<file path="src/hw/rtl/bkt_pkg.sv">
// ----------------------------------------------------------------------------
// bkt_pkg: shared definitions for the bucketed key table
// Default sizes, operation and result codes, controller states and the
// command and status bundles that join the controller and the datapath.
// ----------------------------------------------------------------------------
package bkt_pkg;

  localparam int unsigned KEY_W            = 32;
  localparam int unsigned PAYLOAD_W        = 32;
  localparam int unsigned NUM_BUCKETS_DEF  = 256;
  localparam int unsigned BUCKET_DEPTH_DEF = 8;
  localparam int unsigned DATA_BITS_DEF    = 32;

  typedef enum logic [1:0] {
    OP_INSERT = 2'd0,
    OP_FIND   = 2'd1,
    OP_DELETE = 2'd2
  } op_e;

  typedef enum logic [1:0] {
    RES_OK        = 2'd0,
    RES_NOT_FOUND = 2'd1,
    RES_ZERO_DATA = 2'd2,
    RES_FULL      = 2'd3
  } res_e;

  typedef enum logic [2:0] {
    S_CLEAR,
    S_IDLE,
    S_MOD,
    S_FILL_RD,
    S_FILL_WAIT,
    S_SCAN,
    S_SHIFT,
    S_FINISH
  } state_e;

  typedef struct packed {
    logic load;
    logic mod_step;
    logic fill_rd;
    logic fill_latch;
    logic scan_start;
    logic scan_run;
    logic shift_start;
    logic shift_run;
    logic ins_write;
    logic fill_dec;
    logic clr_run;
    logic res_load;
    res_e res_code;
  } cmd_t;

  typedef struct packed {
    op_e  op;
    logic mod_done;
    logic payload_zero;
    logic bucket_full;
    logic hit;
    logic scan_miss;
    logic shift_done;
    logic clr_done;
  } sts_t;

endpackage

</file>
<file path="src/hw/rtl/bkt_ctrl.sv">
// ----------------------------------------------------------------------------
// bkt_ctrl: sequencer for the bucketed key table
// Steps each operation through bucket selection, fill lookup, scan and
// shift, and owns the input and output handshakes.
// ----------------------------------------------------------------------------
module bkt_ctrl (
  input  logic          clk_i,
  input  logic          rst_ni,
  input  logic          in_valid_i,
  output logic          in_ready_o,
  output logic          out_valid_o,
  input  logic          out_ready_i,
  input  bkt_pkg::sts_t sts_i,
  output bkt_pkg::cmd_t cmd_o
);
  import bkt_pkg::*;

  state_e state_q, state_d;
  res_e   code_q, code_d;
  logic   out_valid_q, out_valid_d;
  cmd_t   cmd;

  always_ff @(posedge clk_i or negedge rst_ni) begin
    if (!rst_ni) begin
      state_q     <= S_CLEAR;
      code_q      <= RES_OK;
      out_valid_q <= 1'b0;
    end else begin
      state_q     <= state_d;
      code_q      <= code_d;
      out_valid_q <= out_valid_d;
    end
  end

  always_comb begin
    state_d    = state_q;
    code_d     = code_q;
    cmd        = '0;
    in_ready_o = 1'b0;
    case (state_q)
      S_CLEAR: begin
        cmd.clr_run = 1'b1;
        if (sts_i.clr_done) begin
          state_d = S_IDLE;
        end
      end
      S_IDLE: begin
        in_ready_o = 1'b1;
        if (in_valid_i) begin
          cmd.load = 1'b1;
          state_d  = S_MOD;
        end
      end
      S_MOD: begin
        cmd.mod_step = 1'b1;
        if (sts_i.mod_done) begin
          state_d = S_FILL_RD;
        end
      end
      S_FILL_RD: begin
        cmd.fill_rd = 1'b1;
        state_d     = S_FILL_WAIT;
      end
      S_FILL_WAIT: begin
        cmd.fill_latch = 1'b1;
        case (sts_i.op)
          OP_INSERT: begin
            state_d = S_FINISH;
            if (sts_i.payload_zero) begin
              code_d = RES_ZERO_DATA;
            end else if (sts_i.bucket_full) begin
              code_d = RES_FULL;
            end else begin
              cmd.ins_write = 1'b1;
              code_d        = RES_OK;
            end
          end
          OP_FIND, OP_DELETE: begin
            cmd.scan_start = 1'b1;
            state_d        = S_SCAN;
          end
          default: begin
            code_d  = RES_NOT_FOUND;
            state_d = S_FINISH;
          end
        endcase
      end
      S_SCAN: begin
        cmd.scan_run = 1'b1;
        if (sts_i.hit) begin
          if (sts_i.op == OP_FIND) begin
            code_d  = RES_OK;
            state_d = S_FINISH;
          end else begin
            cmd.shift_start = 1'b1;
            state_d         = S_SHIFT;
          end
        end else if (sts_i.scan_miss) begin
          code_d  = RES_NOT_FOUND;
          state_d = S_FINISH;
        end
      end
      S_SHIFT: begin
        cmd.shift_run = 1'b1;
        if (sts_i.shift_done) begin
          cmd.fill_dec = 1'b1;
          code_d       = RES_OK;
          state_d      = S_FINISH;
        end
      end
      S_FINISH: begin
        // The output register takes the result once its previous one is gone or being taken.
        if (!out_valid_q || out_ready_i) begin
          cmd.res_load = 1'b1;
          state_d      = S_IDLE;
        end
      end
      default: begin
        state_d = S_IDLE;
      end
    endcase
    cmd.res_code = code_q;
  end

  always_comb begin
    out_valid_d = out_valid_q;
    if (cmd.res_load) begin
      out_valid_d = 1'b1;
    end else if (out_ready_i) begin
      out_valid_d = 1'b0;
    end
  end

  assign cmd_o       = cmd;
  assign out_valid_o = out_valid_q;

endmodule

</file>
<file path="config.mk">
export PLATFORM = sky130hd
export DESIGN_NAME = bkt_ctrl
export DESIGN_NICKNAME = d
export VERILOG_FILES = /design/src/hw/rtl/bkt_pkg.sv /design/src/hw/rtl/bkt_ctrl.sv
export SDC_FILE = /design/constraint.sdc
export NUM_CORES = 1
export LEC_CHECK = 0
export ABC_AREA = 1
export ABC_CLOCK_PERIOD_IN_PS = 1400
export BUFFER_PORTS_ARGS = -buffer_cell sky130_fd_sc_hd__buf_2
export CORE_MARGIN = 2
export CORE_UTILIZATION = 40
export CTS_BUF_LIST = sky130_fd_sc_hd__clkbuf_8
export DETAILED_ROUTE_END_ITERATION = 16
export PLACE_DENSITY = 0.68
export SLEW_MARGIN = 40
export SYNTH_ARGS = -nofsm -noshare
export SYNTH_HDL_FRONTEND = slang
export SYNTH_SLANG_ARGS = --single-unit
</file>
<file path="constraint.sdc">
create_clock -name clk_i -period 1.4 [get_ports clk_i]
set_input_delay 0.07 -clock clk_i [delete_from_list [all_inputs] [get_ports clk_i]]
set_output_delay 0.07 -clock clk_i [all_outputs]
set_load 0.05 [all_outputs]
</file>
==> After elaboration in Yosys (flattened, before gate mapping) <==
Cells that the tools add are included.
{ "word_totals": {"wordCells": 69, "reg_bits": 6, "output_inout_bits": 16} }
{ "op_classes": {"n_reduce_logical": 9, "mux": 40, "n_eq_ne": 17} }
{ "op_table": {"columns": ["operator", "n"], "rows": [
  ["$pmux W3 S8", 1],
  ["$mux W1", 21],
  ["$mux W3", 7],
  ["$mux W2", 9],
  ["$eq A3 B3 Y1 const B", 4],
  ["$ne A2 B2 Y1 const B", 6],
  ["$eq A3 B2 Y1 const B", 2],
  ["$ne A3 B3 Y1 const B", 2],
  ["$pmux W2 S3", 1],
  ["$reduce_and A6 Y1", 1],
  ["$reduce_and A5 Y1", 1],
  ["$pmux W2 S2", 1],
  ["$eq A3 B1 Y1 const B", 1],
  ["$logic_not A3 Y1", 1],
  ["$reduce_bool A3 Y1", 1],
  ["$eq A2 B1 Y1 const B", 1],
  ["$eq A2 B2 Y1 const B", 1],
  ["$logic_not A2 Y1", 1],
  ["$reduce_bool A2 Y1", 1],
  ["$reduce_or A2 Y1", 1],
  ["$logic_not A1 Y1", 1],
  ["$logic_or A1 B1 Y1", 1]
]} }

==> Depth between registers and ports, before layout <==
{ "depth": {"depth_word": 5, "ltp_mapped": 9} }

==> Least setup slack after synthesis <==
OpenSTA, ideal clock, no wires.
{ "synth_timing": {"path_kind": "flip-flop to output port", "from": "register state_q[0]", "to": "output cmd_o[5] (netlist bit)", "stages_incl_launch_ff": 5, "setup_slack_ns": -0.459, "n_path_buf": 1, "arrival_ns": 1.789, "required_ns": 1.330, "cell_sequence": "dfrtp_1 > buf_6 > nor2_2 > nand2_2 > nor3_1"} }
{ "synth_lines": {"columns": ["element", "line", "rtl"], "rows": [
  ["start: declaration", "bkt_ctrl.sv:18", "state_e state_q, state_d;"],
  ["start signal: assignment", "bkt_ctrl.sv:29", "state_q <= state_d;"],
  ["end: declaration", "bkt_ctrl.sv:14", "output bkt_pkg::cmd_t cmd_o"]
]} }

==> metrics.md <==
| Metric | Value |
|---|---|
| Width of the die | `46.0 um` |
| Max clock buf depth | `2` |
| Synth warnings | `0` |
| DRC | `0` |
| Layout fillers | `165` |
| Critical path arrival | `1.29 ns` |
| IO buf count | `28` |
| Final setup viols | `0` |
| Congestion Overflow GR | `0` |
| Final Cycle Share | `97.1%` |
| Die Area | `2110 sq um` |
| Hold WC Path Type | `input pin to flop` |
| CTS tree | `built` |
| Crit path top cell by count | `buf_6` |
| Layout Skew | `0.00233 ns` |
| Initial Utilization | `41.7%` |
| Commonest cells after routing, fill and taps aside | `buf_2 (21), inv_1 (17), nand2_1 (12), nor2_1 (10), nand2_2 (8)` |
| Post-Route Utilization | `59.5%` |
| CTS Root Cell | `clkbuf_8` |
| Iteration-0 DRC Markers | `6` |
| Crit path largest cell delay | `0.44 ns` |
| GRT Overall Usage | `16.1%` |
| Post-DRT Antenna Nets | `0` |
| Seq/Total Area, Yosys | `21.3%` |
| Nets | `149` |
| Cells after synthesis | `99` |
| Fmax | `736 MHz` |
| Max_slew headroom | `81.2%` |
| CP cell instances | `buf_6 -> nor2_4 -> nand2_2 -> nor2_2 -> buf_6` |
| Initial DRT Pass Iterations | `2` |
| Net Sw Power | `1.50 mW` |
| Startpoint Class | `flop` |
| Pins over their slew limit | `0` |
| H-tree depth | `1` |
| Mapped Area | `704 sq um` |
| Clk slew on worst S/H paths | `0.04 ns` |
| Initial antenna violation count | `0` |
| DP HPWL | `1220 um` |
| Final Wtd Congestion | `0.804` |
| P per Cell Area | `2560 nW/um^2` |
| Synthesized Nets | `114` |
| Min Hold Slack | `0.131 ns` |
| Beginning of the worst register-to-register path | `state_q[0]` |
| Die Y-Extent | `46.0 um` |
| Most common cell after layout, fill and taps aside | `buf_2` |
| Max Cap Viol | `0` |
| Critical-path top delay cell | `dfrtp_2` |
| Top-level I/O count | `29` |
| Avg Inst Size Synth | `7.12 sq um` |
| Clock sink count | `6` |
| RSZ-0062 raised after global routing | `true` |
| First-pass GRT wire length | `2430 um` |
| Core area | `1690 sq um` |
| R2R setup slack | `0.09 ns` |
| Hold Startpoint | `out_ready_i` |
| Crit path kind | `flop to output pin` |
| DR vias/cell | `4.72` |
| Pin count of the biggest net entering global routing | `11` |
| Reg power frac | `16.9%` |
| Yosys cell types | `25` |
| Clk_lat worst skew | `0.22 ns` |
| Synth-to-Final Area Change | `42.6%` |
| Clock share of power | `10.1%` |
| Vias in the first global route | `583` |
| Std-Cell Rows | `15` |
| Drt total wl | `1540 um` |
| Worst Path Max Fanout | `7` |
| FF+latch count, synth | `6` |
| CTS buffer count | `3` |
| WL/cell | `10.3 um` |
| N_diodes | `0` |
| Worst VDD drop | `1.03 mV` |
| Critical path launch point | `state_q[1]` |
| Status | `finished clean` |
| Share of layout cells above drive strength 1 | `55.3%` |
| Total number of vias | `703` |
| Pin slew with the least headroom to its limit | `0.283 ns` |
| Final Total Pwr | `2.58 mW` |
| Final hold violation count | `0` |
| Switching Fraction | `58.4%` |
| Worst EP required | `1.33 ns` |
| Power share of the combinational group | `73.0%` |
| Tmin final | `1.36 ns` |
| CP Capture Type | `output pin` |
| Internal power | `1.07 mW` |
| Leakage | `0.568 nW` |
-- power by group through the flow --
stage | logic, mW | clock network [mW] | registers [mW]
after floorplan | 1.36 | 0 | 0.481
after global placement | 1.67 | 0 | 0.435
final | 1.88 | 0.260 | 0.436
after detailed placement | 1.67 | 0 | 0.438
after CTS | 1.80 | 0.265 | 0.437
after global routing | 2.03 | 0.273 | 0.458
-- flip-flops by register name (all words and copies together) (netlist names) --
signal,cells
out_valid_o,1
code_q,2
state_q,3
-- path summary, 6_finish.rpt --
| kind | to | depth (start not counted) |
|---|---|---|
| max | cmd_o[7] | 5 |
| min | out_valid_o | 4 |
| max reg2reg | code_q[1] | 9 |
| min reg2reg | code_q[0] | 2 |
| max in group asynchronous | state_q[0] | 2 |
| min in group asynchronous | code_q[0] | 2 |
-- through the flow --
step	std cells	TNS, ns	worst slack (ns)	cell area, sq um
3_5_place_dp	143	0	0.0286	865
6_report	149	0	0.0405	1000
2_1_floorplan	99	-0.0420	-0.0296	722
5_1_grt	149	-0.0277	-0.00974	1000
3_3_place_gp	143	0	0.0299	865
4_1_cts	149	0	0.00945	962
-- Yosys cell counts --
library cell   n  area, sq um
inv_1         17         63.8
ha_1           2         25.0
dfrtp_1        6          150
nand2_4        1         11.3
a21oi_1        2         10.0
a21boi_0       1         7.51
nand2_1       13         48.8
nand2_2        8         50.1
inv_4          2         12.5
nor2_2         3         18.8
nor3_1         3         15.0
nand3_2        2         20.0
nand3b_1       1         7.51
o21ai_2        2         17.5
buf_6          3         33.8
buf_4          1         7.51
inv_2          3         11.3
nand3_1        6         30.0
nor2_1        11         41.3
o21ai_0        1         5.00
nand4_1        2         12.5
or2_2          1         6.26
nor2_4         5         56.3
nand3_4        2         35.0
o21a_1         1         7.51
-- metal layers --
metal	up-vias	global-route usage (%)	routed length, um
li1	369	-	-
met1	308	22.5	675
met2	24	22.8	765
met3	2	6.35	84
met4	0	4.00	16
met5	-	0	0
-- cells by family (layout without fill, tap and decap cells) --
| logic type | count (synthesis) | after routing | synth area share, % |
|---|---|---|---|
| AOI/OAI and AO/OA | 7 | 7 | 6.75 |
| adders and majority gates | 2 | 2 | 3.55 |
| buffers and inverters | 26 | 59 | 18.3 |
| DFF | 6 | 6 | 21.3 |
| and+or+nand+nor | 58 | 58 | 50.1 |
-- area by class of cell --
| cell class | count | area [sq um] | area share, % |
|---|---|---|---|
| Tap cell | 17 | 21.3 | 2.12 |
| Clock buffer | 3 | 41.3 | 4.11 |
| Sequential cell | 6 | 154 | 15.3 |
| Multi-Input combinational cell | 67 | 473 | 47.1 |
| Inverter | 22 | 87.6 | 8.72 |
| Timing Repair Buffer | 34 | 228 | 22.7 |
-- critical path, delay by kind of cell, from the launching register on --
kind	cells	cell delay [ns]
buffers and inverters	2	0.33
flip-flops	1	0.44
AND/OR/NAND/NOR	3	0.29
-- what timing repair did --
action,in CTS,in global routing
buffers inserted,2,0
hold buffers,1,0
resized for setup,11,13
pin swaps,0,1
endpoints found under the hold margin,6,0
gates cloned,0,0
setup endpoints to repair,13,11
Note: power is estimated with default switching activity, not from simulation.
